===== src/design/cdqr_pkg.sv =====
// ============================================================================
// cdqr_pkg
// Shared types, constants and the answer-record byte table for the
// captive-portal DNS query responder.
// ============================================================================
package cdqr_pkg;

   localparam int BUFFER_BYTES_DEFAULT = 512;
   localparam int HEADER_LEN           = 12;
   localparam int RECORD_LEN           = 16;
   localparam int LABEL_SPAN           = 256;   // upper bound on the reach of one label byte

   localparam logic [7:0] HDR_QR_AA     = 8'h84;
   localparam logic [7:0] LABEL_PTR_MSK = 8'hC0;

   localparam logic [1:0] STATUS_ANSWER = 2'd0;
   localparam logic [1:0] STATUS_NODATA = 2'd1;
   localparam logic [1:0] STATUS_DROP   = 2'd2;

   typedef enum logic [2:0] {
      WALK_ACTIVE = 3'b001,
      WALK_ROOT   = 3'b010,
      WALK_BAD    = 3'b100
   } walk_type;

   // descriptor of one finished query, front to back
   typedef struct packed {
      logic drop;
      logic is_a;
      logic rd_bit;
      logic bank;
   } job_flags_type;

   // back tells front that a buffer bank may be refilled
   typedef struct packed {
      logic valid;
      logic bank;
   } release_type;

   // byte k of the appended A record: pointer to the question name,
   // type A, class IN, TTL 60, length 4, then the address octets
   function automatic logic [7:0] record_byte(input logic [3:0] k,
                                              input logic [31:0] addr);
      logic [7:0] r;
      unique case (k)
         4'd0:    r = 8'hC0;
         4'd1:    r = 8'h0C;
         4'd3:    r = 8'h01;
         4'd5:    r = 8'h01;
         4'd9:    r = 8'h3C;
         4'd11:   r = 8'h04;
         4'd12:   r = addr[31:24];
         4'd13:   r = addr[23:16];
         4'd14:   r = addr[15:8];
         4'd15:   r = addr[7:0];
         default: r = 8'h00;
      endcase
      return r;
   endfunction

endpackage


===== src/design/cdqr_queue.sv =====
// ============================================================================
// cdqr_queue
// Two-entry descriptor queue between front and back, head visible.
// ============================================================================
module cdqr_queue
   import cdqr_pkg::*;
#(
   parameter int CNT_W = $clog2(BUFFER_BYTES_DEFAULT)
) (
   input  logic             clock,
   input  logic             reset,
   input  logic             push,
   input  job_flags_type    push_flags,
   input  logic [CNT_W-1:0] push_len,
   input  logic             pop,
   output logic             head_valid,
   output job_flags_type    head_flags,
   output logic [CNT_W-1:0] head_len
);

   job_flags_type    flags_ff [2];
   logic [CNT_W-1:0] len_ff [2];
   logic             wr_ptr_ff, rd_ptr_ff;
   logic [1:0]       count_ff;

   assign head_valid = count_ff != 2'd0;
   assign head_flags = flags_ff[rd_ptr_ff];
   assign head_len   = len_ff[rd_ptr_ff];

   always_ff @(posedge clock) begin
      if (push) begin
         flags_ff[wr_ptr_ff] <= push_flags;
         len_ff[wr_ptr_ff]   <= push_len;
      end
      if (reset) begin
         wr_ptr_ff <= 1'b0;
         rd_ptr_ff <= 1'b0;
         count_ff  <= 2'd0;
      end else begin
         if (push) begin
            wr_ptr_ff <= !wr_ptr_ff;
         end
         if (pop) begin
            rd_ptr_ff <= !rd_ptr_ff;
         end
         count_ff <= count_ff + {1'b0, push} - {1'b0, pop};
      end
   end

endmodule


===== config.mk =====
export PLATFORM = sky130hd
export DESIGN_NAME = cdqr_queue
export DESIGN_NICKNAME = d
export VERILOG_FILES = /design/src/design/cdqr_pkg.sv /design/src/design/cdqr_queue.sv
export SDC_FILE = /design/constraint.sdc
export NUM_CORES = 1
export LEC_CHECK = 0
export ABC_AREA = 1
export ABC_CLOCK_PERIOD_IN_PS = 2000
export BUFFER_PORTS_ARGS = -buffer_cell sky130_fd_sc_hd__buf_2
export CORE_MARGIN = 2
export CORE_UTILIZATION = 50
export CTS_BUF_LIST = sky130_fd_sc_hd__clkbuf_16
export CTS_CLUSTER_DIAMETER = 60
export DETAILED_ROUTE_END_ITERATION = 6
export MAX_ROUTING_LAYER = met4
export PLACE_DENSITY = 0.8
export SYNTH_ARGS = -nofsm -noshare
export SYNTH_HDL_FRONTEND = slang
export SYNTH_SLANG_ARGS = --single-unit
export TNS_END_PERCENT = 30

===== constraint.sdc =====
create_clock -name clock -period 2 [get_ports clock]
set_clock_uncertainty 0.1 [all_clocks]
set_input_delay 0.4 -clock clock [delete_from_list [all_inputs] [get_ports clock]]
set_output_delay 0.4 -clock clock [all_outputs]
set_load 0.05 [all_outputs]

# [Word-level counts from Yosys, hierarchy flattened]
# Memory sizes are Yosys's and may differ from the RTL's. A register that Yosys moved wholly into a read port is not among the register bits.
# Cells that the tools add are included.
[word_totals] ramBits=26 elab_cells=16 output_inout_bits=14 memories=2 in_bits=17 reg_bits=4
[memory_table] memory="len_ff" words=2 word_bits=9 rd=1 rd_ports_with_merged_regs=1 write_ports=1 line="cdqr_queue.sv:22" text="logic [CNT_W-1:0] len_ff [2];"
[memory_table] memory="flags_ff" words=2 word_bits=4 rd=1 rd_ports_with_merged_regs=1 write_ports=1 line="cdqr_queue.sv:21" text="job_flags_type flags_ff [2];"
[op_classes] addsub=2 mux=6 reduce_logical=3
[op_table] op="2-to-1 mux 1 bit" n=6
[op_table] op="adder 2 x 1 -> 2 bit" n=1
[op_table] op="zero test 1 bit" n=2
[op_table] op="nonzero test 2 bit" n=1
[op_table] op="subtractor 2 x 1 -> 2 bit" n=1

# [Logic depth before layout (Yosys ltp)]
[logic_depth] depth_word=3 mapped_depth=9 depth_no_buf=9

# [Least setup slack after synthesis]
# OpenSTA, ideal clock, no wires.
[synth_timing] path_type="input port to flip-flop" from="in push" to="mem flags_ff[0][0] (netlist name) (enable)" path_buffers=0 setup_ps=382 setup_slack_ps=521 arrival_time_ps=997 cell_stages=2 path_cell_list="inv_1 -> nor2_1"
[synth_via] elab_chain_cells=2
[synth_rtl] item="from (decl)" line="cdqr_queue.sv:12" text="input logic push,"
[synth_rtl] item="2-to-1 mux 1 bit" line="cdqr_queue.sv:31" text="if (push) begin"
[synth_rtl] item="2-to-1 mux 1 bit (implied by the code)" line="cdqr_queue.sv:32" text="flags_ff[wr_ptr_ff] <= push_flags;"
[synth_rtl] item="to (decl)" line="cdqr_queue.sv:21"
# No other way between the ends.

==> reports/qor.yml <==
max_cap_violations: 0
drc: 0
fill_cells: 170
root_buffer: "clkbuf_16"
rr_endpoint: "count_ff[1]"
hold_path_class: "primary input to flop"
nets: 127
hold_viol: 0
synth_cell_type_count: 13
syn-num-nets: 89
hold-worst-slack_ps: 220.3
grtUsageTotal: 0.1702
fp.dieH_um: 52.91
wl_per_cell_um: 13.48
worstMarginPinSlew_ps: 538.8
detail-route-antenna-nets: 0
core_sq_um: 2233
final_max_slew_viol_count: 0
insertion_delay_ps: 260
dieArea_sq_um: 2799
via_count: 679
r2r_start: "count_ff[0]"
stdcell_area_sq_um: 1519
dr.pass1.iters: 4
crit_path_start_kind: "flop"
reg2regPathDepth: 8
clk_path_buf_depth: 2
synth_top_area_share: 0.6527
ys_ff_latch: 31
status: "finished clean"
grt_max_degree: 15
post_drt_via_cell_ratio: 4.993
clkTransAtPathRegs_ps: 50
grt_remaining_overflow: 0
diodes: 0
setup_viol: 0
post_dp_cell_area_sq_um: 1385
holdPathEnd: "len_ff[1][5]"
synth_area_leaders: "edfxtp_1 65%, mux2_4 13%, dfxtp_1 8.4%"
io_pins: 31
crit_path_end_kind: "output port"
irDropWorstVdd_mv: 0.7275
cp.arrival_ps: 1380
postCtsHoldBufs: 0
initial_utilization: 0.5356
yosysWarnings: 0
post_cts_buffers: 0
hpwl_um: 1343
antenna_found_initial: 0
path_cells: "buf_4 -> mux2_2 -> buf_2"
io_buffers: 30
slowest_stage: "mux2_2"
holdCritStartpoint: "push_len[5]"
synth_area_per_cell_sq_um: 17.09
core.rowCount: 17
drt_wl_total_um: 1833
period_needed_ps: 1883
slew_headroom: 0.6404
grt_pass1_wl_um: 2973
period_share: 0.9414
area_growth_pct: 26.99
mappedNetlistArea_sq_um: 1196
htree_levels: 2
yosys.area.top_type: "edfxtp_1"
worst-path-max-fanout: 13
drt_first_iter_violations: 10
synthCells: 70
numCtsBuffers: 5
fmax_mhz: 531.1
cts_sinks: 31
reg2reg_slack_ps: 650
ys_seq_area_frac: 0.7364
die_w_um: 52.91
cts_resized: 0
power.leakage_nw: 0.6535
max_stage_delay_ps: 360
holdPathStages: 1
routabilityCongestion: 0.6476
critPathKind: "flop to output port"
tritoncts: "built"
grt_pass1_vias: 692
drive_above_1_share: 0.4722
rsz0062_at_grt: "false"
tns_ps: 0
crit_required_ps: 1500
powerDensity_nw_per_um2: 1122
layout make-up:
class	instances	area [sq um]	share of cell area
Sequential cell	31	880.8	0.5799
Multi-Input combinational cell	30	274.0	0.1804
Timing Repair Buffer	32	165.2	0.1087
Clock buffer	5	125.1	0.08237
Tap cell	28	35.03	0.02306
Inverter	8	30.03	0.01977
Clock inverter	2	8.758	0.005766
worst max path at each step:
stage               startpoint             end  slack (ps)  cells after the start
CTS                       flop     head_len[8]          90                      3
global route              flop     head_len[0]          60                      3
detailed placement        flop   head_flags[3]         380                      3
global placement          flop     head_len[8]         410                      3
floorplan                 push  flags_ff[0][0]         520                      2
finish                    flop   head_flags[3]         120                      3
routing by layer:
layer	wire (um)	up-vias	part of all wire	track usage
met5	0	-	0	-
met4	16	0	0.0087	0.1026
met3	132	2	0.072	0.08475
met2	966	23	0.53	0.2667
met1	717	333	0.39	0.1699
li1	-	321	-	-
layout by cell type, fill, tap and decap left out, types with 3 or more instances in the layout:
cell / n
buf_2: 30
edfxtp_1: 26
mux2_4: 10
inv_1: 8
nor2_1: 6
nand2_1: 5
dfxtp_1: 5
clkbuf_16: 5
mux2_2: 3
cells by family after synthesis:
family                   count (synthesis)  share of synthesized area
multiplexers                            13                     0.1538
buffers and inverters                    9                    0.03452
flip-flops                              31                     0.7364
AND/OR/NAND/NOR                         13                    0.04288
adder cells (fa/ha/maj)                  2                    0.02092
XOR/XNOR                                 1                   0.007324
AO/OA/AOI/OAI                            1                   0.004180
state kept, by name (all words and copies together), names as in the netlist, named ones only:
signal	flops
wr_ptr_ff	1
len_ff	18
rd_ptr_ff	1
count_ff	2
flags_ff	8
power breakdown:
group	switching, W	internal [W]	total, W	leakage (nW)
clock	0.000223	0.000443	0.000666	0.0671
combinational	0.000188	0.0000928	0.000281	0.301
sequential	0.0000118	0.000746	0.000758	0.286
total	0.000422	0.00128	0.00170	0.654
worst max-delay path: cells and delay by family, from the launching register on:
family	cells	cell delay (ps)
buffers and inverters	2	450
DFF	1	310
muxes	1	360
Yosys cell counts:
master     n
a21oi_1    1
buf_6      1
dfxtp_1    5
edfxtp_1  26
ha_1       2
inv_1      8
mux2_2     3
mux2_4    10
nand2_1    5
nand3_1    1
nor2_1     6
nor3_1     1
xnor2_1    1
through the flow:
| stage | setup WS, ps | total power, W | utilization | std cells |
|---|---|---|---|---|
| final | 117.2 | 0.001705 | 0.6801 | 136 |
| after global routing | 58.08 | 0.001772 | 0.6801 | 136 |
| after CTS | 94.11 | 0.001729 | 0.6801 | 136 |
| after detailed placement | 375.1 | 0.001054 | 0.6202 | 129 |
| after global placement | 410.8 | 0.001043 | 0.6202 | 129 |
| after floorplan | 521.0 | 0.0009875 | - | 70 |
Power figures use the tool's default switching activity.
