<file path="src/design/cdqr_pkg.sv">
// ============================================================================
// cdqr_pkg
// Shared types, constants and the answer-record byte table for the
// captive-portal DNS query responder.
// ============================================================================
package cdqr_pkg;

   localparam int BUFFER_BYTES_DEFAULT = 512;
   localparam int HEADER_LEN           = 12;
   localparam int RECORD_LEN           = 16;
   localparam int LABEL_SPAN           = 256;   // upper bound on the reach of one label byte

   localparam logic [7:0] HDR_QR_AA     = 8'h84;
   localparam logic [7:0] LABEL_PTR_MSK = 8'hC0;

   localparam logic [1:0] STATUS_ANSWER = 2'd0;
   localparam logic [1:0] STATUS_NODATA = 2'd1;
   localparam logic [1:0] STATUS_DROP   = 2'd2;

   typedef enum logic [2:0] {
      WALK_ACTIVE = 3'b001,
      WALK_ROOT   = 3'b010,
      WALK_BAD    = 3'b100
   } walk_type;

   // descriptor of one finished query, front to back
   typedef struct packed {
      logic drop;
      logic is_a;
      logic rd_bit;
      logic bank;
   } job_flags_type;

   // back tells front that a buffer bank may be refilled
   typedef struct packed {
      logic valid;
      logic bank;
   } release_type;

   // byte k of the appended A record: pointer to the question name,
   // type A, class IN, TTL 60, length 4, then the address octets
   function automatic logic [7:0] record_byte(input logic [3:0] k,
                                              input logic [31:0] addr);
      logic [7:0] r;
      unique case (k)
         4'd0:    r = 8'hC0;
         4'd1:    r = 8'h0C;
         4'd3:    r = 8'h01;
         4'd5:    r = 8'h01;
         4'd9:    r = 8'h3C;
         4'd11:   r = 8'h04;
         4'd12:   r = addr[31:24];
         4'd13:   r = addr[23:16];
         4'd14:   r = addr[15:8];
         4'd15:   r = addr[7:0];
         default: r = 8'h00;
      endcase
      return r;
   endfunction

endpackage

</file>
<file path="src/design/cdqr_front.sv">
// ============================================================================
// cdqr_front
// Loads query bytes into the free buffer bank, walks the question name and
// classifies the query on its last byte.
// ============================================================================
module cdqr_front
   import cdqr_pkg::*;
#(
   parameter int BUFFER_BYTES = BUFFER_BYTES_DEFAULT,
   parameter int CNT_W        = $clog2(BUFFER_BYTES)
) (
   input  logic                clock,
   input  logic                reset,
   input  logic                req_tvalid,
   output logic                req_tready,
   input  logic [7:0]          req_tdata,
   input  logic                req_tlast,
   output logic                ram_wr_en,
   output logic [CNT_W:0]      ram_wr_addr,
   output logic [7:0]          ram_wr_data,
   output logic                push,
   output job_flags_type       push_flags,
   output logic [CNT_W-1:0]    push_len,
   input  release_type         release_bank
);

   localparam int MAX_QUERY = BUFFER_BYTES - RECORD_LEN;
   localparam int NLP_W     = $clog2(BUFFER_BYTES + LABEL_SPAN);

   logic [CNT_W-1:0] count_ff, count_in;
   logic [NLP_W-1:0] nlp_ff, nlp_in;
   logic [CNT_W-1:0] end_ff, end_in;
   walk_type         walk_ff, walk_in;
   logic             over_ff, over_in;
   logic             rd_ff, rd_in;
   logic [7:0]       qhi_ff, qhi_in, qlo_ff, qlo_in;
   logic             bank_ff, bank_in;
   logic [1:0]       busy_ff, busy_in;

   logic accept, store, drop;
   logic [7:0] b;

   assign b          = req_tdata;
   assign req_tready = !busy_ff[bank_ff];
   assign accept     = req_tvalid && req_tready;
   assign store      = count_ff < CNT_W'(MAX_QUERY);

   assign ram_wr_en   = accept && store;
   assign ram_wr_addr = {bank_ff, count_ff};
   assign ram_wr_data = b;

   always_comb begin
      count_in = count_ff;
      nlp_in   = nlp_ff;
      end_in   = end_ff;
      walk_in  = walk_ff;
      over_in  = over_ff;
      rd_in    = rd_ff;
      qhi_in   = qhi_ff;
      qlo_in   = qlo_ff;
      if (accept) begin
         if (store) begin
            count_in = count_ff + CNT_W'(1);
            if (walk_ff == WALK_ACTIVE && NLP_W'(count_ff) == nlp_ff) begin
               if (b == 8'h00) begin
                  walk_in = WALK_ROOT;
                  end_in  = count_ff;
               end else if ((b & LABEL_PTR_MSK) != 8'h00) begin
                  walk_in = WALK_BAD;
               end else begin
                  nlp_in = NLP_W'(count_ff) + NLP_W'(b) + NLP_W'(1);
               end
            end
            if (count_ff == CNT_W'(2)) begin
               rd_in = b[0];
            end
            if (walk_ff == WALK_ROOT) begin
               if ({1'b0, count_ff} == {1'b0, end_ff} + (CNT_W+1)'(1)) begin
                  qhi_in = b;
               end
               if ({1'b0, count_ff} == {1'b0, end_ff} + (CNT_W+1)'(2)) begin
                  qlo_in = b;
               end
            end
         end else begin
            over_in = 1'b1;
         end
      end
   end

   // classification uses the state including the final byte
   assign drop = (count_in < CNT_W'(HEADER_LEN)) || over_in || (walk_in != WALK_ROOT) ||
                 ({1'b0, end_in} + (CNT_W+1)'(4) >= {1'b0, count_in});

   assign push             = accept && req_tlast;
   assign push_len         = count_in;
   assign push_flags.drop  = drop;
   assign push_flags.is_a  = ({qhi_in, qlo_in} == 16'h0001);
   assign push_flags.rd_bit = rd_in;
   assign push_flags.bank  = bank_ff;

   always_comb begin
      busy_in = busy_ff;
      bank_in = bank_ff;
      if (release_bank.valid) begin
         busy_in[release_bank.bank] = 1'b0;
      end
      if (push) begin
         busy_in[bank_ff] = 1'b1;
         bank_in          = !bank_ff;
      end
   end

   always_ff @(posedge clock) begin
      if (reset || push) begin
         count_ff <= '0;
         nlp_ff   <= NLP_W'(HEADER_LEN);
         end_ff   <= '0;
         walk_ff  <= WALK_ACTIVE;
         over_ff  <= 1'b0;
      end else begin
         count_ff <= count_in;
         nlp_ff   <= nlp_in;
         end_ff   <= end_in;
         walk_ff  <= walk_in;
         over_ff  <= over_in;
      end
      if (reset) begin
         busy_ff <= '0;
         bank_ff <= 1'b0;
      end else begin
         busy_ff <= busy_in;
         bank_ff <= bank_in;
      end
      rd_ff  <= rd_in;
      qhi_ff <= qhi_in;
      qlo_ff <= qlo_in;
   end

endmodule

</file>
<file path="config.mk">
export PLATFORM = sky130hd
export DESIGN_NAME = cdqr_front
export DESIGN_NICKNAME = d
export VERILOG_FILES = /design/src/design/cdqr_pkg.sv /design/src/design/cdqr_front.sv
export SDC_FILE = /design/constraint.sdc
export NUM_CORES = 1
export LEC_CHECK = 0
export BUFFER_PORTS_ARGS = -buffer_cell sky130_fd_sc_hd__buf_4
export CAP_MARGIN = 20
export CORE_MARGIN = 5
export CORE_UTILIZATION = 40
export CTS_CLUSTER_SIZE = 10
export DETAILED_ROUTE_END_ITERATION = 12
export SETUP_SLACK_MARGIN = 0.05
export SLEW_MARGIN = 15
export SYNTH_ARGS = -nofsm -noshare
export SYNTH_HDL_FRONTEND = slang
export SYNTH_SLANG_ARGS = --single-unit
export TNS_END_PERCENT = 20
</file>
<file path="constraint.sdc">
create_clock -name clock -period 7.2 [get_ports clock]
set_input_delay 0.36 -clock clock [delete_from_list [all_inputs] [get_ports clock]]
set_output_delay 0.36 -clock clock [all_outputs]
set_load 0.02 [all_outputs]
</file>
Word-level counts from Yosys, hierarchy flattened

Index checks and enable logic that the tools add are counted.

Register bits after elaboration: 52
Input port bits: 14
Word-level logic and storage cells: 83

$add $sub $neg: 6
Magnitude comparators: 7
Eq/ne operators: 8
Muxes and demuxes: 32
Bitwise operators: 5
Reductions and logical operators: 15

Operators by type and width:

| operator                | count |
|---|---|
| $mux W8                 | 8 |
| $mux W9                 | 6 |
| $eq A9 B10 Y1           | 3 |
| $eq A16 B1 Y1 const B   | 1 |
| $mux W3                 | 5 |
| $add A10 B1 Y10 const B | 1 |
| $add A9 B1 Y10 const B  | 1 |
| $add A9 B2 Y10 const B  | 1 |
| $add A9 B3 Y10 const B  | 1 |
| $add A9 B8 Y10          | 1 |
| $ge A10 B9 Y1           | 1 |
| $add A9 B1 Y9 const B   | 1 |
| $eq A9 B2 Y1 const B    | 1 |
| $lt A9 B4 Y1 const B    | 1 |
| $lt A9 B9 Y1 const B    | 1 |
| $mux W1                 | 9 |
| $logic_not A8 Y1        | 1 |
| $reduce_bool A8 Y1      | 1 |
| $logic_and A1 B1 Y1     | 6 |
| $reduce_and A5 Y1       | 1 |
| $logic_or A1 B1 Y1      | 4 |
| $lt A1 B2 Y1 const B    | 2 |
| $mux W2                 | 2 |
| $eq A3 B1 Y1 const B    | 1 |
| other kinds (9)         | 13 |

Longest topological paths before layout

Depth after elaboration: 9
Gate-level depth with buffers: 20

Least setup slack after synthesis

Ideal clock, no wire load.

Path kind: reg2out
Start point: reg bank_ff
End point: out push_flags[3] in the netlist's numbering
Arrival: 3.931 ns
Slack: 2.909 ns
Cell stages (with the launch flop): 20
Cell sequence: dfxtp_1 mux2i_4 o311ai_2 or4_4 or2_1 buf_6 buf_2 a21oi_2 inv_1 ha_1 nand3_1 nor2_1 xnor2_1 nor2_1 a21oi_1 ha_1 a21oi_1 nand4_1 a311o_1 buf_4

RTL lines:

| item                                       | line              | RTL |
|---|---|---|
| start: declaration                         | cdqr_front.sv:37  | `logic bank_ff, bank_in;` |
| start signal: assignment                   | cdqr_front.sv:133 | `bank_ff <= bank_in;` |
| $mux W1 (implied by the code) (2 in a row) | cdqr_front.sv:44  | `assign req_tready = !busy_ff[bank_ff];` |
| $logic_not A1 Y1                           | cdqr_front.sv:44  |  |
| named net req_tready                       | cdqr_front.sv:15  | `output logic req_tready,` |
| $logic_and A1 B1 Y1                        | cdqr_front.sv:45  | `assign accept = req_tvalid && req_tready;` |
| $mux W9                                    | cdqr_front.sv:61  | `if (accept) begin` |
| named net end_in[2]                        | cdqr_front.sv:32  | `logic [CNT_W-1:0] end_ff, end_in;` |
| $add A9 B3 Y10                             | cdqr_front.sv:93  | `({1'b0, end_in} + (CNT_W+1)'(4) >= {1'b0, count_in});` |
| $ge A10 B9 Y1                              | cdqr_front.sv:93  |  |
| $logic_or A1 B1 Y1                         | cdqr_front.sv:92  | `assign drop = (count_in < CNT_W'(HEADER_LEN)) \|\| over_in \|\| (walk_in != WALK_ROOT) \|\|` |
| end: declaration                           | cdqr_front.sv:22  | `output job_flags_type push_flags,` |

The timed path passes the listed nets, and every way through them passes these cells. The select of a mux whose other input is x is not followed.

==> flow_summary.json <==
{
  "min_path_type": "primary input to flip-flop",
  "area_growth_pct": 9.55,
  "final_area_um2": 4020,
  "fin_setup_tns_ns": 0,
  "clock-sinks": 52,
  "criticalPathCategory": "flip-flop to primary output",
  "synth_edf_count": 0,
  "synth_cells": 436,
  "syn_area_um2": 3670,
  "initial_core_util_pct": 40.3,
  "hold_viol": 0,
  "drv_slew": 0,
  "die-area_um2": 11200,
  "cts_tree": "yes",
  "root_buffer": "clkbuf_8",
  "die_h_um": 106,
  "switching_share_pct": 29.6,
  "path_clk_slew_ns": 0.10,
  "post-cts-setup-buffers": 0,
  "core-area_um2": 9110,
  "wl_mm": 9.44,
  "layout_min_cycle_time_ns": 5.38,
  "h-tree-depth": 2,
  "route.detailed.drc": 0,
  "synthesis.nets": 473,
  "yosysSeqAreaShare_pct": 28.4,
  "rsz0062_at_grt": "no",
  "ys_async_sr_fraction_pct": 0,
  "synth_cell_types": 56,
  "rows": 35,
  "gr-total-overflow": 0,
  "clockPowerShare_pct": 32.3,
  "drive_above_1_share_pct": 19.0,
  "vias": 3057,
  "fin_hold_ws_ns": 0.221,
  "fin_ws_ns": 1.82,
  "maxSlewHeadroom_pct": 30.9,
  "antenna_found_initial": 0,
  "rrSetupSlack_ns": 3.99,
  "finalCritPeriodShare_pct": 74.7,
  "die_w_um": 106,
  "cts_resized": 0,
  "pwr-share-comb_pct": 14.8,
  "utilization_pct": 44.1,
  "num_io_pins": 48,
  "dpl_cell_area_um2": 3920,
  "cp_data_required_time_ns": 6.84,
  "globalRouteTotalUtil_pct": 17.2,
  "synth_seq_cells": 52,
  "clk_latency_ns": 0.32,
  "p_leak_uw": 0.00168,
  "setup_violations": 0,
  "hold_buffers": 0,
  "wl_per_cell_um": 16.6,
  "maxCapViolations": 0,
  "gp_congestion": 0.904,
  "fmax_mhz": 186,
  "worst_pin_slew_ns": 1.04,
  "peakVddDrop_mv": 0.0820,
  "end_kind": "primary output",
  "cts_buffer_depth": 2,
  "grt_pass1_vias": 3008,
  "cp.arrival_ns": 5.02,
  "dr.pass1.iters": 4,
  "internal_power_uw": 398,
  "skew_ns": 0.00432,
  "diodes": 0,
  "grt_max_degree": 26,
  "p_sw_uw": 168,
  "p_seq_share_pct": 52.9,
  "grt_pass1_wl_mm": 15.4,
  "dpl_worst_slack_ns": 2.20,
  "post-dp-hpwl_mm": 7.25,
  "ant_nets": 0,
  "synth_ff_type": "dfxtp_1",
  "avgSynthCellArea_um2": 8.41,
  "startpoint_type": "flip-flop",
  "viasPerCell": 5.37,
  "nets": 494,
  "cp_max_fo": 24,
  "p_per_area_nw_per_um2": 141,
  "cts_buffers": 5,
  "run_status": "finished, final reports clean",
  "dr.first_iter.drc_count": 163,
  "yosys_warnings": 0,
  "io_buffers": 47
}
## logic make-up (layout without fill, tap and decap cells)
group / count (synthesis) / count (layout) / share of synthesized area (%)
AOI/OAI and AO/OA: 68 / 68 / 12.3
muxes: 31 / 31 / 9.55
and+or+nand+nor: 159 / 159 / 21.4
xor gates and xnor gates: 45 / 45 / 10.9
adders and majority gates: 23 / 23 / 8.05
DFF: 52 / 52 / 28.4
buffers and inverters: 58 / 80 / 9.35
## cell usage in the layout, fill, tap and decap left out, types with 5 or more instances in the layout
cell	count
nor4_1	6
nand4_1	6
dfxtp_1	52
o21ai_0	16
nand2_1	33
mux2i_1	11
and2_1	5
nand3_1	17
nor2_1	51
nor2b_1	8
a21oi_1	23
xnor2_1	28
nor3_1	7
mux2_2	18
clkbuf_8	5
xor2_1	16
inv_1	22
buf_4	50
ha_1	22
## layer usage
layer / vias up / part of all wire, % / track usage (%)
li1: 1540 / - / -
met1: 1416 / 47 / 23.5
met2: 91 / 45 / 27.2
met3: 10 / 5.8 / 2.82
met4: 0 / 1.9 / 6.20
met5: - / 0 / 0
## power groups by stage
stage / Combinational, µW / Clock, µW / Sequential, µW
finish: 83.7 / 182 / 299
global route: 92.9 / 199 / 300
CTS: 84.5 / 189 / 299
detailed placement: 84.3 / 0 / 306
global placement: 83.4 / 0 / 305
floorplan: 58.2 / 0 / 303
## stage by stage
stage	instances	total power, µW
global route	569	592
finish	569	565
detailed placement	561	390
CTS	569	572
floorplan	436	361
global placement	561	389
## cell usage after synthesis (all sizes together), types with 4 or more instances
master   n  area share (%)
a21oi   24             3.4
nor3     7            0.95
inv     22             2.3
nor4b    4            0.95
buf     25             4.9
and2     5            0.85
o21ai   16             2.2
nand4    6             1.0
clkbuf  11             2.2
o21a     4            0.82
xnor2   28             6.7
nor2b    8             1.4
nor2    51             5.2
dfxtp   52              28
nand3   17             2.3
nor4     6             1.0
a31oi    4            0.68
nand2   33             3.4
mux2    19             5.9
or3      4            0.68
xor2    17             4.3
mux2i   12             3.6
ha      22             7.5
## area by class of cell
type                       instances  area [µm²]
fill                             937        5090
multi-input combinational        326        2280
sequential                        52        1040
timing repair buffer              50         375
tap                              111         139
inverter                          22        82.6
clock buffer                       5        68.8
clock inverter                     3        27.5
## path summary, 6_finish.rpt
check	start	end	depth (start not counted)
worst max register to register	count_ff[7]	end_ff[1]	6
worst min-delay path	reset	bank_ff	2
worst max-delay path	count_ff[7]	push_flags[3]	16
worst min register to register	nlp_ff[9]	nlp_ff[9]	2
## critical path, cell delays in order, from the launching register on
cell and delay [ns]:
dfxtp_1 0.62, nand2_1 0.19, o311ai_2 0.79, or4_4 0.30
or2_1 0.64, mux2_4 0.36, ha_1 0.24, nand3_1 0.13
nor2_1 0.07, xnor2_1 0.14, nor2_1 0.05, a21oi_1 0.16
ha_1 0.26, a21oi_1 0.14, nand4_1 0.10, a311o_1 0.33
buf_4 0.16
## flip-flops by register name, indices dropped and copies added, names as in the netlist
name,count
bank_ff,1
busy_ff,2
rd_ff,1
nlp_ff,10
qlo_ff,8
walk_ff,3
over_ff,1
count_ff,9
qhi_ff,8
end_ff,9
Note: power is estimated with default switching activity, not from simulation.
