## src/design/cdqr_pkg.sv

```systemverilog
// ============================================================================
// cdqr_pkg
// Shared types, constants and the answer-record byte table for the
// captive-portal DNS query responder.
// ============================================================================
package cdqr_pkg;

   localparam int BUFFER_BYTES_DEFAULT = 512;
   localparam int HEADER_LEN           = 12;
   localparam int RECORD_LEN           = 16;
   localparam int LABEL_SPAN           = 256;   // upper bound on the reach of one label byte

   localparam logic [7:0] HDR_QR_AA     = 8'h84;
   localparam logic [7:0] LABEL_PTR_MSK = 8'hC0;

   localparam logic [1:0] STATUS_ANSWER = 2'd0;
   localparam logic [1:0] STATUS_NODATA = 2'd1;
   localparam logic [1:0] STATUS_DROP   = 2'd2;

   typedef enum logic [2:0] {
      WALK_ACTIVE = 3'b001,
      WALK_ROOT   = 3'b010,
      WALK_BAD    = 3'b100
   } walk_type;

   // descriptor of one finished query, front to back
   typedef struct packed {
      logic drop;
      logic is_a;
      logic rd_bit;
      logic bank;
   } job_flags_type;

   // back tells front that a buffer bank may be refilled
   typedef struct packed {
      logic valid;
      logic bank;
   } release_type;

   // byte k of the appended A record: pointer to the question name,
   // type A, class IN, TTL 60, length 4, then the address octets
   function automatic logic [7:0] record_byte(input logic [3:0] k,
                                              input logic [31:0] addr);
      logic [7:0] r;
      unique case (k)
         4'd0:    r = 8'hC0;
         4'd1:    r = 8'h0C;
         4'd3:    r = 8'h01;
         4'd5:    r = 8'h01;
         4'd9:    r = 8'h3C;
         4'd11:   r = 8'h04;
         4'd12:   r = addr[31:24];
         4'd13:   r = addr[23:16];
         4'd14:   r = addr[15:8];
         4'd15:   r = addr[7:0];
         default: r = 8'h00;
      endcase
      return r;
   endfunction

endpackage

```

## src/design/cdqr_back.sv

```systemverilog
// ============================================================================
// cdqr_back
// Replays a classified query byte by byte from its bank, rewrites the
// header, appends the A record to A answers and packs the reply into 8-byte items.
// ============================================================================
module cdqr_back
   import cdqr_pkg::*;
#(
   parameter int CNT_W = $clog2(BUFFER_BYTES_DEFAULT)
) (
   input  logic             clock,
   input  logic             reset,
   input  logic [31:0]      portal_address,
   input  logic             head_valid,
   input  job_flags_type    head_flags,
   input  logic [CNT_W-1:0] head_len,
   output logic             pop,
   output release_type      release_bank,
   output logic             ram_rd_en,
   output logic [CNT_W:0]   ram_rd_addr,
   input  logic [7:0]       ram_rd_data,
   output logic             rsp_tvalid,
   input  logic             rsp_tready,
   output logic [71:0]      rsp_tdata,
   output logic             rsp_tlast,
   output logic [1:0]       rsp_tuser
);

   // current job
   logic             job_valid_ff, job_valid_in;
   job_flags_type    job_ff;
   logic [CNT_W-1:0] job_len_ff, job_last_ff, idx_ff;
   // byte in flight (RAM read latency)
   logic       p_valid_ff, p_ram_ff, p_last_ff, p_empty_ff;
   logic [7:0] p_const_ff;
   logic [2:0] p_lane_ff;
   logic [1:0] p_status_ff;
   // word under assembly
   logic        acc_full_ff, acc_end_ff;
   logic [63:0] acc_word_ff;
   logic [3:0]  acc_cnt_ff;
   logic [1:0]  acc_status_ff;
   // output register
   logic        out_valid_ff, out_end_ff;
   logic [63:0] out_word_ff;
   logic [3:0]  out_cnt_ff;
   logic [1:0]  out_status_ff;

   logic move, p_take, issue, issue_last, use_ram, in_query;
   logic [7:0]  const_byte, p_byte;
   logic [63:0] base_word;
   logic [1:0]  job_status;

   assign move   = acc_full_ff && (!out_valid_ff || rsp_tready);
   assign p_take = p_valid_ff && (!acc_full_ff || move);
   assign issue  = job_valid_ff && (!p_valid_ff || p_take);
   assign issue_last = job_ff.drop || (idx_ff == job_last_ff);
   assign pop    = head_valid && (!job_valid_ff || (issue && issue_last));

   assign release_bank.valid = issue && issue_last;
   assign release_bank.bank  = job_ff.bank;

   assign job_status = job_ff.drop ? STATUS_DROP :
                       (job_ff.is_a ? STATUS_ANSWER : STATUS_NODATA);

   // header rewrite and record bytes are constants; the rest comes from RAM
   assign in_query = idx_ff < job_len_ff;
   always_comb begin
      use_ram    = 1'b0;
      const_byte = 8'h00;
      if (in_query) begin
         if (idx_ff == CNT_W'(2)) begin
            const_byte = HDR_QR_AA | {7'd0, job_ff.rd_bit};
         end else if (idx_ff == CNT_W'(7)) begin
            const_byte = {7'd0, job_ff.is_a};
         end else if (idx_ff == CNT_W'(3) || idx_ff == CNT_W'(6) ||
                      (idx_ff >= CNT_W'(8) && idx_ff < CNT_W'(HEADER_LEN))) begin
            const_byte = 8'h00;
         end else begin
            use_ram = 1'b1;
         end
      end else begin
         const_byte = record_byte(4'(idx_ff - job_len_ff), portal_address);
      end
   end

   assign ram_rd_en   = issue && !job_ff.drop && use_ram;
   assign ram_rd_addr = {job_ff.bank, idx_ff};

   assign p_byte    = p_ram_ff ? ram_rd_data : p_const_ff;
   assign base_word = (p_lane_ff == 3'd0) ? 64'd0 : acc_word_ff;

   always_comb begin
      job_valid_in = job_valid_ff;
      if (issue && issue_last) begin
         job_valid_in = 1'b0;
      end
      if (pop) begin
         job_valid_in = 1'b1;
      end
   end

   always_ff @(posedge clock) begin
      if (reset) begin
         job_valid_ff <= 1'b0;
         p_valid_ff   <= 1'b0;
         acc_full_ff  <= 1'b0;
         out_valid_ff <= 1'b0;
      end else begin
         job_valid_ff <= job_valid_in;
         if (issue) begin
            p_valid_ff <= 1'b1;
         end else if (p_take) begin
            p_valid_ff <= 1'b0;
         end
         if (p_take) begin
            acc_full_ff <= p_empty_ff || p_last_ff || (p_lane_ff == 3'd7);
         end else if (move) begin
            acc_full_ff <= 1'b0;
         end
         if (move) begin
            out_valid_ff <= 1'b1;
         end else if (rsp_tready) begin
            out_valid_ff <= 1'b0;
         end
      end

      if (pop) begin
         job_ff      <= head_flags;
         job_len_ff  <= head_len;
         job_last_ff <= head_len - CNT_W'(1) +
                        (head_flags.is_a ? CNT_W'(RECORD_LEN) : CNT_W'(0));
         idx_ff      <= '0;
      end else if (issue) begin
         idx_ff <= idx_ff + CNT_W'(1);
      end

      if (issue) begin
         p_ram_ff    <= use_ram && !job_ff.drop;
         p_const_ff  <= const_byte;
         p_lane_ff   <= idx_ff[2:0];
         p_last_ff   <= issue_last;
         p_empty_ff  <= job_ff.drop;
         p_status_ff <= job_status;
      end

      if (p_take) begin
         acc_end_ff    <= p_last_ff || p_empty_ff;
         acc_status_ff <= p_status_ff;
         if (p_empty_ff) begin
            acc_word_ff <= 64'd0;
            acc_cnt_ff  <= 4'd0;
         end else begin
            acc_word_ff <= base_word | (64'(p_byte) << {p_lane_ff, 3'b000});
            acc_cnt_ff  <= {1'b0, p_lane_ff} + 4'd1;
         end
      end

      if (move) begin
         out_word_ff   <= acc_word_ff;
         out_cnt_ff    <= acc_cnt_ff;
         out_end_ff    <= acc_end_ff;
         out_status_ff <= acc_status_ff;
      end
   end

   assign rsp_tvalid = out_valid_ff;
   assign rsp_tdata  = {4'd0, out_cnt_ff, out_word_ff};
   assign rsp_tlast  = out_end_ff;
   assign rsp_tuser  = out_status_ff;

endmodule

```

## config.mk

```make
export PLATFORM = sky130hd
export DESIGN_NAME = cdqr_back
export DESIGN_NICKNAME = d
export VERILOG_FILES = /design/src/design/cdqr_pkg.sv /design/src/design/cdqr_back.sv
export SDC_FILE = /design/constraint.sdc
export NUM_CORES = 1
export LEC_CHECK = 0
export ABC_AREA = 0
export BUFFER_PORTS_ARGS = -buffer_cell sky130_fd_sc_hd__buf_4
export CORE_UTILIZATION = 35
export DETAILED_ROUTE_END_ITERATION = 12
export MAX_ROUTING_LAYER = met4
export PLACE_DENSITY = 0.54
export SYNTH_ARGS = -nofsm -noshare
export SYNTH_HDL_FRONTEND = slang
export SYNTH_SLANG_ARGS = --single-unit
```

## constraint.sdc

```tcl
create_clock -name clock -period 4.45 [get_ports clock]
set_input_delay 0.89 -clock clock [delete_from_list [all_inputs] [get_ports clock]]
set_output_delay 0.89 -clock clock [all_outputs]
set_load 0.005 [all_outputs]
```

=== Word-level counts from Yosys, hierarchy flattened ===
Index checks and enable logic that the tools add are counted.

* Latch bits: 0
* Memories: 0
* Memory bits (read-only): 0
* Output and inout bits: 90
* RAM bits: 0
* Flip-flop bits (word level): 193

* $lt $le $gt $ge: 3
* Multiplexer cells: 20
* Equality and inequality tests: 15
* Add/subtract/negate cells: 5
* Div/mod/pow operators: 0
* Reduce and logical (&&, ||, !) cells: 30
* Shift operators: 1
* Multiply operators: 0
* Bitwise gates (word level): 1

{| class="wikitable"
|+ Operators by type and width
! operator !! count
|-
| case mux 8 bit (9 select lines) || 1
|-
| two-way mux 64 bit || 1
|-
| bitwise OR 64 bit || 1
|-
| << shifter 8 x 6 -> 64 bit || 1
|-
| equality test 4 bit, second input constant || 6
|-
| two-way mux 8 bit || 3
|-
| equality test 9 x 2 -> 1 bit, second input constant || 2
|-
| equality test 9 x 3 -> 1 bit, second input constant || 2
|-
| two-way mux 1 bit || 14
|-
| adder 9 x 1 -> 9 bit, second input constant || 1
|-
| adder 9 x 5 -> 9 bit || 1
|-
| equality test 9 bit || 1
|-
| >= comparator 9 x 4 -> 1 bit, second input constant || 1
|-
| logical AND 1 bit || 9
|-
| logical OR 1 bit || 9
|-
| < comparator 9 x 4 -> 1 bit, second input constant || 1
|-
| < comparator 9 bit || 1
|-
| subtractor 9 x 1 -> 9 bit, second input constant || 1
|-
| nonzero test 2 bit || 4
|-
| zero test 1 bit || 5
|-
| two-way mux 5 bit || 1
|-
| adder 3 x 1 -> 4 bit, second input constant || 1
|-
| equality test 4 x 1 -> 1 bit, second input constant || 1
|-
| equality test 4 x 2 -> 1 bit, second input constant || 1
|-
| other kinds (6) || 6
|}

=== Longest topological paths before layout ===
Gate-level depths: netlist of the first run.

* Word-level depth: 11
* Mapped depth: 11
* Depth with buffers taken out: 9

=== Worst setup path after synthesis of the first run ===
Ideal clock, no wire load.

* Path kind: input to register
* From: input port rsp_tready
* To: register out_cnt_ff[0] (enable)
* Path slack: -0.170 ns
* Required time: 3.941 ns
* Data arrival time: 4.111 ns
* Stages: 2
* Library setup time: 0.509 ns
* Cell sequence: nor2b_1 > nor2b_1

* Word-level cells in the longest chain between the ends: 2

{| class="wikitable"
|+ RTL lines
! element !! RTL line !! source
|-
| from (decl) || cdqr_back.sv:23 || <nowiki>input logic rsp_tready,</nowiki>
|-
| logical OR 1 bit || cdqr_back.sv:54 || <nowiki>assign move = acc_full_ff && (!out_valid_ff || rsp_tready);</nowiki>
|-
| logical AND 1 bit || cdqr_back.sv:54 ||
|-
| net move || cdqr_back.sv:49 || <nowiki>logic move, p_take, issue, issue_last, use_ram, in_query;</nowiki>
|-
| to (signal assigned) || cdqr_back.sv:161 || <nowiki>out_cnt_ff <= acc_cnt_ff;</nowiki>
|-
| to (decl) || cdqr_back.sv:46 || <nowiki>logic [3:0] out_cnt_ff;</nowiki>
|}

The timed path passes the listed nets, and every way through them passes these cells.
A chain may end at the register's enable or synchronous reset.

=== Worst setup path in the final report of the first run ===
* From: register idx_ff[2]
* To: output port ram_rd_en

* Word-level cells in the longest chain between the ends: 8
* Elaborated cells on any way between the ends: 15
* Those cells by class: order compare: 3; eq/ne: 4; mux: 4; reduce/logical: 4

{| class="wikitable"
|+ RTL lines
! element !! RTL line !! source
|-
| from (decl) || cdqr_back.sv:32 || <nowiki>logic [CNT_W-1:0] job_len_ff, job_last_ff, idx_ff;</nowiki>
|-
| from (signal assigned) || cdqr_back.sv:135 || <nowiki>idx_ff <= idx_ff + CNT_W'(1);</nowiki>
|-
| >= comparator 9 x 4 -> 1 bit (tied with other cells) || cdqr_back.sv:77 || <nowiki>(idx_ff >= CNT_W'(8) && idx_ff < CNT_W'(HEADER_LEN))) begin</nowiki>
|-
| logical AND 1 bit / logical OR 1 bit (equally long branches) || cdqr_back.sv:77, cdqr_back.sv:76 ||
|-
| logical OR 1 bit || cdqr_back.sv:76 || <nowiki>end else if (idx_ff == CNT_W'(3) || idx_ff == CNT_W'(6) ||</nowiki>
|-
| two-way mux 1 bit || cdqr_back.sv:76 ||
|-
| two-way mux 1 bit || cdqr_back.sv:74 || <nowiki>end else if (idx_ff == CNT_W'(7)) begin</nowiki>
|-
| two-way mux 1 bit || cdqr_back.sv:72 || <nowiki>if (idx_ff == CNT_W'(2)) begin</nowiki>
|-
| two-way mux 1 bit (*) || cdqr_back.sv:71 || <nowiki>if (in_query) begin</nowiki>
|-
| logical AND 1 bit (*) || cdqr_back.sv:87 || <nowiki>assign ram_rd_en = issue && !job_ff.drop && use_ram;</nowiki>
|-
| to (decl) || cdqr_back.sv:19 || <nowiki>output logic ram_rd_en,</nowiki>
|}

Mark *: on every way between the ends. The rest lies on a longest branch, timed or not.

==> results of run 1 <==
## routing by layer
layer	up-vias	wire, microns
met5	-	0
met4	0	258
met3	22	1070
met2	153	8050
met1	2366	7770
li1	2361	-
## sequential cells by signal (all words and copies together) (netlist names), 2 cells and up
name,cells
p_const_ff,8
rsp_tuser,2
acc_cnt_ff,4
idx_ff,9
p_lane_ff,3
job_len_ff,9
acc_word_ff,64
job_last_ff,9
job_ff,3
acc_status_ff,2
out_word_ff,64
p_status_ff,2
out_cnt_ff,4
## synthesized netlist by cell type, types with 2 or more instances
| cell | n | share of area |
|---|---|---|
| a211oi_1 | 3 | 0.0028 |
| a21o_1 | 4 | 0.0037 |
| a21oi_1 | 46 | 0.029 |
| a22o_1 | 32 | 0.035 |
| a22oi_1 | 2 | 0.0019 |
| a311oi_1 | 3 | 0.0033 |
| a31oi_1 | 4 | 0.0031 |
| and2_1 | 3 | 0.0023 |
| buf_2 | 3 | 0.0019 |
| buf_4 | 6 | 0.0056 |
| clkbuf_1 | 12 | 0.0056 |
| dfxtp_1 | 13 | 0.032 |
| edfxtp_1 | 180 | 0.67 |
| fa_1 | 2 | 0.0050 |
| ha_1 | 23 | 0.036 |
| inv_1 | 33 | 0.015 |
| mux2_2 | 12 | 0.017 |
| mux2i_1 | 2 | 0.0025 |
| mux4_2 | 3 | 0.0084 |
| nand2_1 | 15 | 0.0070 |
| nand3_1 | 3 | 0.0019 |
| nand4_1 | 2 | 0.0016 |
| nor2_1 | 55 | 0.026 |
| nor2b_1 | 6 | 0.0047 |
| nor3_1 | 13 | 0.0081 |
| nor4_1 | 6 | 0.0047 |
| o21ai_0 | 6 | 0.0037 |
| o21ai_1 | 2 | 0.0012 |
| o21bai_1 | 2 | 0.0019 |
| o31ai_4 | 2 | 0.0053 |
| or3_1 | 3 | 0.0023 |
| xnor2_1 | 14 | 0.015 |
| xor2_1 | 11 | 0.012 |
## power groups by stage
stage	Combinational (mW)	Sequential (mW)	Clock (mW)
4_1_cts	0.469	2.12	1.65
6_report	0.464	2.12	1.61
3_3_place_gp	0.457	2.16	0
3_5_place_dp	0.467	2.17	0
2_1_floorplan	0.313	2.15	0
5_1_grt	0.513	2.13	1.72
## worst max-delay path, stage by stage (launching register included)
cell	delay (ps)
dfxtp_1	610
ha_1	370
and3b_1	210
o21ai_2	360
a31oi_2	290
a311oi_1	370
and2_1	210
buf_4	120
## area by class of cell
type	count	area (sq um)
fill	2067	12500
sequential	193	5670
multi-input combinational	302	2160
timing repair buffer	150	1130
clock buffer	17	425
tap	285	357
clock inverter	15	219
inverter	33	124
## kinds of logic (layout without fill, tap and decap cells)
kind of cell | after synthesis | in the layout | share of synthesized area
fa+ha+maj | 25 | 25 | 0.0407
mux | 17 | 17 | 0.0277
xor+xnor | 25 | 25 | 0.0272
buf+inv | 55 | 215 | 0.0299
compound gates | 118 | 118 | 0.105
other cells | 1 | 4 | 0.000466
flops | 193 | 193 | 0.704
simple gates | 113 | 113 | 0.0652
## through the flow
step	util	hold slack (ps)	worst slack (ps)
after floorplan	-	400	1210
after global placement	0.418	404	1170
after detailed placement	0.418	407	995
after CTS	0.447	416	510
after global routing	0.447	418	343
final	0.447	414	587
## final timing paths
check / end / slack, ps
worst max register to register: p_const_ff[2]$_DFFE_PP_ / 1740
worst max-delay path: ram_rd_en / 590
worst min-delay path: acc_status_ff[0]$_DFFE_PP_ / 410
worst min register to register: acc_status_ff[0]$_DFFE_PP_ / 410
==> impl_results.rst, run 1 <==
.. list-table::
   :header-rows: 1

   * - Metric
     - Value
   * - Result of the run
     - finished, final reports clean
   * - Pin count of the biggest net entering global routing
     - 72
   * - Hold crit path type
     - flop to flop
   * - Endpoint required time on the critical path
     - about 3600 ps
   * - Summed instance area of the synthesized netlist
     - 8050 sq um
   * - Worst relative slew slack
     - 0.117
   * - Post-Place Cell Area
     - 9440 sq um
   * - TritonCTS sink count
     - 193
   * - Net switching power
     - 1.09 mW
   * - Combinational group share of total power
     - 0.110
   * - Number of antenna violations at the first check in global routing
     - 0
   * - Number of buffers inserted to repair setup after CTS
     - 0
   * - Remaining design rule violation count
     - 0
   * - Number of inserted diodes
     - 0
   * - Largest fanout on the critical path
     - 11
   * - Number of global-route vias before repair
     - between 4000 and 5000
   * - Vert. Die Dim
     - 154 microns
   * - Global routing usage on met2
     - 0.232
   * - Final Cell Area
     - 10100 sq um
   * - Worst Tran Pin Value
     - 1310 ps
   * - Sequential share of the synthesized area
     - 0.704
   * - Num ports
     - 147
   * - Number of cells produced by synthesis
     - 547
   * - Area growth from synthesis to final layout
     - 25.3%
   * - Number of distinct library cells after synthesis
     - 54
   * - Leading cell type in the layout, fill and taps excluded
     - edfxtp_1
   * - Num CTS Buffers
     - 17
   * - Count of placed standard cells including taps
     - 963
   * - FP Rows
     - 55
   * - GRT met3 Usage
     - 0.0397
   * - Leakage component of the power
     - between 3 and 4 nW
   * - Fraction of layout cells with a size suffix above 1
     - 0.292
   * - Number of cells on the worst hold path
     - 0
   * - Wirelength, routed
     - 17200 microns
   * - Number of hold-slack violations in the final timing report
     - 0
   * - Routing layer with the top usage in global route
     - met2
   * - Setup clock skew after layout
     - about 15 ps
   * - Share of power burned in registers
     - 0.506
   * - Setup repair after global routing missed its margin
     - false
   * - Clock network fraction of total power
     - 0.384
   * - H-tree levels
     - 4
   * - Sw Ratio
     - 0.260
   * - Share of flip-flops with an asynchronous set or reset
     - 0
   * - Source of the worst register-to-register timing path
     - idx_ff[0]$_SDFFE_PP0P_
   * - Number of failing setup endpoints in the final timing report
     - 0
   * - Total Power
     - around 4.2 mW
   * - Gates resized, CTS repair
     - 0
   * - Drt first-iter violations
     - 250
   * - Peak ir drop on the vdd network
     - ~0.00028 V
   * - Buffer levels on the longest clock path
     - 2
   * - Final layout net count
     - 779
   * - Worst Min Path Start
     - p_status_ff[0]$_SDFFCE_PP0P_
   * - Endpoint class of the critical path
     - output port
   * - Kind of critical path
     - flop to output port
   * - IO Port Bufs
     - 142
   * - Clock-pin slew on the worst setup and hold paths
     - 80 ps
   * - Wirelength per Cell
     - 17.2 microns
   * - Reported max-cap violation count
     - 0
   * - Shortest clock period the worst path allows after layout
     - 3860 ps
   * - Placeable core area
     - approximately 23000 sq um
   * - CTS root buf
     - clkbuf_16
   * - Detailed-router iteration count before antenna repair
     - 4
   * - Die Footprint
     - 23600 sq um
   * - PD cells
     - about 420 nW/um^2
   * - Source-to-sink clock delay at the later pin of the worst-skew pair
     - ~440 ps
   * - Internal power
     - 3.11 mW
   * - Effective utilization at floorplan
     - 0.356
   * - Arrival time worst endpoint
     - 2970 ps
   * - Primary flip-flop cell chosen by synthesis mapping
     - edfxtp_1
   * - Clock tree from TritonCTS
     - built
   * - Number of synthesized register bits
     - a little under 200
   * - Highest-count cells in the layout ignoring fill and taps
     - edfxtp_1, buf_4, nor2_1
   * - Max Fclk
     - 259 MHz
   * - Final-report max-slew violation count
     - 0
   * - Synthesis warning total
     - 0
   * - Antenna violation net count after detailed routing
     - 0
   * - Half-perimeter wire length after detailed placement
     - 12100 microns
   * - Worst r2r path cells
     - 8
   * - EDFF count, synth
     - 180
   * - Non-filler instance count after layout
     - 995
   * - Routability cong.
     - 0.794
   * - Vias per cell
     - between 4 and 5
   * - Period utilization
     - 0.868
   * - Final global-route overflow total
     - 0
   * - Hold-fix buffers, CTS
     - 0
   * - Startpoint of the worst setup timing path
     - idx_ff[2]$_SDFFE_PP0P_
   * - Avg Cell Area, Syn
     - 14.7 sq um
   * - First-pass GRT wire length
     - 27000 microns
   * - Routing usage on met1
     - 0.202
   * - Summed negative setup slack over all endpoints
     - 0 ps
   * - Total vias in the final route
     - ~4900
   * - DIE WIDTH
     - 154 microns
   * - Startpoint type of the worst setup path
     - flop
   * - Overall track demand over capacity in global routing
     - 0.155
Power figures use the tool's default switching activity.
==> run 2: changes to the inputs <==
--- a/config.mk
+++ b/config.mk
@@ -7,10 +7,10 @@
 export LEC_CHECK = 0
 export ABC_AREA = 0
 export BUFFER_PORTS_ARGS = -buffer_cell sky130_fd_sc_hd__buf_4
-export CORE_UTILIZATION = 35
+export CORE_UTILIZATION = 47
 export DETAILED_ROUTE_END_ITERATION = 12
 export MAX_ROUTING_LAYER = met4
-export PLACE_DENSITY = 0.54
+export PLACE_DENSITY = 0.7
 export SYNTH_ARGS = -nofsm -noshare
 export SYNTH_HDL_FRONTEND = slang
 export SYNTH_SLANG_ARGS = --single-unit
==> run 2 against run 1 <==
Combinational power is essentially flat; design area decreased by 1.4%; wire length decreased by 5.7%; global-route usage increased by 4.6 points; clock power shrank 7%; worst hold slack better by 4.5 ps; sequential power hardly changed; core utilization increased by 15 points; via count up 1.0%; cell count down 6.7%; critical path depth did not move; critical endpoint unchanged; largest cell class unchanged; largest power group unchanged.
==> impl_results.rst, run 2 (synthesized netlist as in run 1, its figures left out) <==
.. list-table::
   :header-rows: 1

   * - Metric
     - Value
   * - Period utilization
     - 0.865
   * - Top Registers
     - acc_word_ff (64), out_word_ff (64)
   * - Effective utilization at floorplan
     - 0.483
   * - Max Fclk
     - 260 MHz
   * - Result of the run
     - finished, final reports clean
   * - DIE WIDTH
     - ~130 microns
   * - Clock tree from TritonCTS
     - built
   * - Highest-count cells in the layout ignoring fill and taps
     - edfxtp_1, buf_4, nor2_1
   * - Fraction of layout cells with a size suffix above 1
     - 0.290
   * - Final-report max-slew violation count
     - 0
   * - Total vias in the final route
     - 4953
   * - Num CTS Buffers
     - 17
   * - Arrival time worst endpoint
     - between 2000 and 3000 ps
   * - IO Port Bufs
     - 142
   * - Hold crit path type
     - flop to flop
   * - Shortest clock period the worst path allows after layout
     - between 3000 and 4000 ps
   * - First-pass GRT wire length
     - 26000 microns
   * - Vias per cell
     - 5.34
   * - Overall track demand over capacity in global routing
     - 0.201
   * - Leakage component of the power
     - 3.83 nW
   * - Number of antenna violations at the first check in global routing
     - 0
   * - CTS root buf
     - clkbuf_16
   * - Clock-pin slew on the worst setup and hold paths
     - 70 ps
   * - Final global-route overflow total
     - 0
   * - Antenna violation net count after detailed routing
     - 0
   * - Peak ir drop on the vdd network
     - 0.000287 V
   * - Setup repair after global routing missed its margin
     - false
   * - Drt first-iter violations
     - 451
   * - Kind of critical path
     - flop to output port
   * - Startpoint of the worst setup timing path
     - idx_ff[2]$_SDFFE_PP0P_
   * - PD cells
     - 411 nW/um^2
   * - Endpoint required time on the critical path
     - 3560 ps
   * - Summed negative setup slack over all endpoints
     - 0 ps
   * - Reported max-cap violation count
     - 0
   * - Worst Min Path Start
     - p_status_ff[0]$_SDFFCE_PP0P_
   * - Largest fanout on the critical path
     - 11
   * - Global routing usage on met2
     - 0.307
   * - Buffers plus inverters on the worst setup path
     - 1
   * - Source of the worst register-to-register timing path
     - idx_ff[0]$_SDFFE_PP0P_
   * - Remaining design rule violation count
     - 0
   * - Source-to-sink clock delay at the later pin of the worst-skew pair
     - 430 ps
   * - Endpoint class of the critical path
     - output port
   * - Largest incremental delay on the critical path
     - 610 ps
   * - Post-Place Cell Area
     - 9340 sq um
   * - Detailed-router iteration count before antenna repair
     - 5
   * - Number of buffers inserted to repair setup after CTS
     - 0
   * - Wirelength per Cell
     - ~17 microns
   * - Hold-fix buffers, CTS
     - 0
   * - Post-Route Hold Slack
     - ~420 ps
   * - Routability cong.
     - approximately 0.87
   * - Routing usage on met1
     - 0.261
   * - Num ports
     - 147
   * - Total Power
     - 4.08 mW
   * - Buffer levels on the longest clock path
     - 2
   * - Leading cell type in the layout, fill and taps excluded
     - edfxtp_1
   * - Cells along the critical path
     - ha_1 > and3b_1 > o21ai_2 > a31oi_2 > a311oi_1 > and2_1 > buf_4
   * - Area growth from synthesis to final layout
     - 23.5%
   * - Number of hold-slack violations in the final timing report
     - 0
   * - Routing layer with the top usage in global route
     - met2
   * - Crit path max-delay family
     - compound AO/OA/AOI/OAI gates
   * - Number of inserted diodes
     - 0
   * - Worst Tran Pin Value
     - 1270 ps
   * - Startpoint type of the worst setup path
     - flop
   * - Number of global-route vias before repair
     - just under 5000
   * - TritonCTS sink count
     - 193
   * - FP Rows
     - between 40 and 50
   * - Placeable core area
     - 16600 sq um
   * - Final Cell Area
     - between 9000 and 10000 sq um
   * - Worst relative slew slack
     - 0.145
   * - Wirelength, routed
     - 16200 microns
   * - Gates resized, CTS repair
     - 0
   * - Half-perimeter wire length after detailed placement
     - 11400 microns
   * - H-tree levels
     - 4
   * - Vert. Die Dim
     - 133 microns
   * - Setup clock skew after layout
     - 7.63 ps
   * - Final layout net count
     - 777
   * - Die Footprint
     - ~18000 sq um
   * - Number of failing setup endpoints in the final timing report
     - 0
   * - Slowest library cell on the worst path
     - dfxtp_1
   * - GRT met3 Usage
     - 0.0571
   * - Pin count of the biggest net entering global routing
     - 72
-- run 2: cell count changes in the layout (fill, tap and decap cells not counted), sizes merged --
cell,previous run,this run
clkinv,5,4
clkbuf,17,18
buf,150,148
-- run 2: power by group --
part           switching, mW  total [mW]  internal (mW)
clock network          0.699        1.50          0.801
registers             0.0475        2.12           2.08
logic                  0.262       0.462          0.200
-- run 2: through the flow --
step,setup slack (ps),std cells,util
2_1_floorplan,1210,550,-
3_3_place_gp,1220,896,0.561
3_5_place_dp,1100,896,0.561
4_1_cts,598,928,0.597
5_1_grt,436,928,0.597
6_report,603,928,0.597
-- run 2: metal layers --
| layer | vias up | wire [microns] |
|---|---|---|
| met2 | 183 | 7730 |
| met4 | 0 | 250 |
| li1 | 2350 | - |
| met1 | 2395 | 7130 |
| met5 | - | 0 |
| met3 | 25 | 1070 |
-- run 2: path summary, 6_finish.rpt --
check                                to  slack [ps]  cells past startpoint
min reg2reg  acc_status_ff[0]$_DFFE_PP_         420                      0
max                           ram_rd_en         600                      7
max reg2reg     p_const_ff[2]$_DFFE_PP_        1760                      8
min          acc_status_ff[0]$_DFFE_PP_         420                      0
-- run 2: cell type report --
cell class	instances	area (sq um)
Inverter	33	124
Timing Repair Buffer	148	1110
Tap cell	220	275
Sequential cell	193	5670
Multi-Input combinational cell	302	2170
Clock inverter	14	163
Clock buffer	18	429
Fill cell	1290	6700
==> run 3: changes to the inputs <==
--- a/config.mk
+++ b/config.mk
@@ -7,10 +7,12 @@
 export LEC_CHECK = 0
 export ABC_AREA = 0
 export BUFFER_PORTS_ARGS = -buffer_cell sky130_fd_sc_hd__buf_4
+export CORE_MARGIN = 5
 export CORE_UTILIZATION = 47
 export DETAILED_ROUTE_END_ITERATION = 12
 export MAX_ROUTING_LAYER = met4
 export PLACE_DENSITY = 0.7
+export RECOVER_POWER = 100
 export SYNTH_ARGS = -nofsm -noshare
 export SYNTH_HDL_FRONTEND = slang
 export SYNTH_SLANG_ARGS = --single-unit
==> run 3 against run 2 <==
The run now ends with capacitance limit, slew limit left; die area up 12%; total power is 1.7% lower; design area shrank 1.5%; clock skew is 1.8 ps higher; first-iteration DRC count decreased by 28%; non-clock buffer count is 1 higher.
==> impl_results.rst, run 3 (synthesized netlist as in run 1, its figures left out) <==
.. list-table::
   :header-rows: 1

   * - Metric
     - Value
   * - Reported max-cap violation count
     - 3
   * - Period utilization
     - 0.859
   * - Largest fanout on the critical path
     - 11
   * - Setup repair after global routing missed its margin
     - false
   * - Highest-count cells in the layout ignoring fill and taps
     - edfxtp_1, clkbuf_4, nor2_1
   * - Endpoint required time on the critical path
     - 3560 ps
   * - Final Cell Area
     - 9790 sq um
   * - Routability cong.
     - 0.875
   * - Pin count of the biggest net entering global routing
     - 72
   * - Area growth from synthesis to final layout
     - 21.7%
   * - Shortest clock period the worst path allows after layout
     - roughly 3800 ps
   * - Clock tree from TritonCTS
     - built
   * - Fraction of layout cells with a size suffix above 1
     - 0.250
   * - First-pass GRT wire length
     - 26800 microns
   * - Wirelength per Cell
     - 18.2 microns
   * - Final global-route overflow total
     - 0
   * - Filler instances
     - 1382
   * - Number of global-route vias before repair
     - 4990
   * - PD cells
     - 410 nW/um^2
   * - Num ports
     - 147
   * - H-tree levels
     - 4
   * - Antenna violation net count after detailed routing
     - 0
   * - Endpoint class of the critical path
     - output port
   * - Largest incremental delay on the critical path
     - 590 ps
   * - Result of the run
     - finished with violations
   * - Num CTS Buffers
     - 17
   * - Wirelength, routed
     - 16900 microns
   * - Worst Tran Pin Value
     - 2230 ps
   * - Clock-pin slew on the worst setup and hold paths
     - 70 ps
   * - CTS root buf
     - clkbuf_16
   * - Leading cell type in the layout, fill and taps excluded
     - edfxtp_1
   * - Vias per cell
     - 5.37
   * - Worst r2r path cells
     - 4
   * - Number of inserted diodes
     - 0
   * - Kind of critical path
     - flop to output port
   * - Number of hold-slack violations in the final timing report
     - 0
   * - Setup clock skew after layout
     - 9.46 ps
   * - Number of buffers inserted to repair setup after CTS
     - 0
   * - Summed negative setup slack over all endpoints
     - 0 ps
   * - Placeable core area
     - 16700 sq um
   * - Detailed-router iteration count before antenna repair
     - 6
   * - Source-to-sink clock delay at the later pin of the worst-skew pair
     - 430 ps
   * - Top Registers
     - acc_word_ff (64), out_word_ff (64)
   * - Worst relative slew slack
     - -0.491
   * - Hold crit path type
     - flop to flop
   * - Gates resized, CTS repair
     - 0
   * - Leakage component of the power
     - 3.73 nW
   * - Total vias in the final route
     - 4985
   * - Hold-fix buffers, CTS
     - 0
   * - Final-report max-slew violation count
     - approximately 140
   * - Slowest library cell on the worst path
     - dfxtp_1
   * - Final layout net count
     - 778
   * - Max Fclk
     - 262 MHz
   * - TritonCTS sink count
     - approximately 190
   * - Effective utilization at floorplan
     - 0.482
   * - Number of cells on the worst hold path
     - 0
   * - Vert. Die Dim
     - 141 microns
   * - Drt first-iter violations
     - 326
   * - Arrival time worst endpoint
     - 2930 ps
   * - Failing checks
     - capacitance limit, slew limit
   * - Die Footprint
     - between 15000 and 20000 sq um
   * - Number of failing setup endpoints in the final timing report
     - 0
   * - Half-perimeter wire length after detailed placement
     - 12400 microns
   * - Remaining design rule violation count
     - 0
   * - Post-Place Cell Area
     - between 9000 and 10000 sq um
   * - IO Port Bufs
     - 142
   * - Number of antenna violations at the first check in global routing
     - 0
   * - Cells along the critical path
     - ha_1 > and3b_1 > o21ai_2 > a31oi_1 > a311oi_1 > and2_1 > buf_4
   * - Total Power
     - ~4.0 mW
   * - FP Rows
     - 47
   * - Buffer levels on the longest clock path
     - 2
   * - Overall track demand over capacity in global routing
     - 0.180
   * - DIE WIDTH
     - 141 microns
   * - Peak ir drop on the vdd network
     - 0.000282 V
   * - Startpoint type of the worst setup path
     - flop
[run 3: power by group]
group | total [mW] | switching (mW) | internal (mW)
sequential | 2.13 | 0.0468 | 2.08
combinational | 0.448 | 0.260 | 0.188
clock | 1.44 | 0.696 | 0.747
[run 3: worst paths after layout]
path,startpoint,end,slack [ps]
min,p_status_ff[0]$_SDFFCE_PP0P_,acc_status_ff[0]$_DFFE_PP_,420
max reg2reg,rsp_tvalid$_SDFFE_PP0P_,acc_word_ff[63]$_SDFFCE_PP0P_,970
min reg2reg,p_status_ff[0]$_SDFFCE_PP0P_,acc_status_ff[0]$_DFFE_PP_,420
max,idx_ff[2]$_SDFFE_PP0P_,ram_rd_en,630
[run 3: layer usage]
| metal | global-route usage | part of all wire | vias up |
|---|---|---|---|
| met1 | 0.229 | 0.43 | 2414 |
| met3 | 0.0518 | 0.074 | 22 |
| met2 | 0.280 | 0.49 | 186 |
| met4 | 0.0597 | 0.014 | 0 |
| met5 | - | 0 | - |
| li1 | - | - | 2363 |
[run 3: cell type report]
class | count | area, sq um | area share
Sequential cell | 193 | 5670 | 0.579
Multi-Input combinational cell | 302 | 2120 | 0.217
Timing Repair Buffer | 149 | 1040 | 0.106
Clock inverter | 14 | 140 | 0.0143
Inverter | 33 | 124 | 0.0127
Clock buffer | 18 | 429 | 0.0438
Tap cell | 220 | 275 | 0.0281
[run 3: stage by stage]
step / hold WS (ps) / setup slack (ps) / instances / utilization
after floorplan: 400 / 1210 / 550 / -
after global routing: 449 / 453 / 929 / 0.586
after global placement: 406 / 1210 / 897 / 0.560
after CTS: 422 / 639 / 929 / 0.594
final: 425 / 628 / 929 / 0.586
after detailed placement: 405 / 1150 / 897 / 0.560
[run 3: critical path, delay by kind of cell (launching register included)]
| kind | cells | cell delay, ps |
|---|---|---|
| AOI/OAI and AO/OA | 3 | 1010 |
| DFF | 1 | 590 |
| and+or+nand+nor | 2 | 410 |
| adders and majority gates | 1 | 370 |
| buffers and inverters | 1 | 110 |
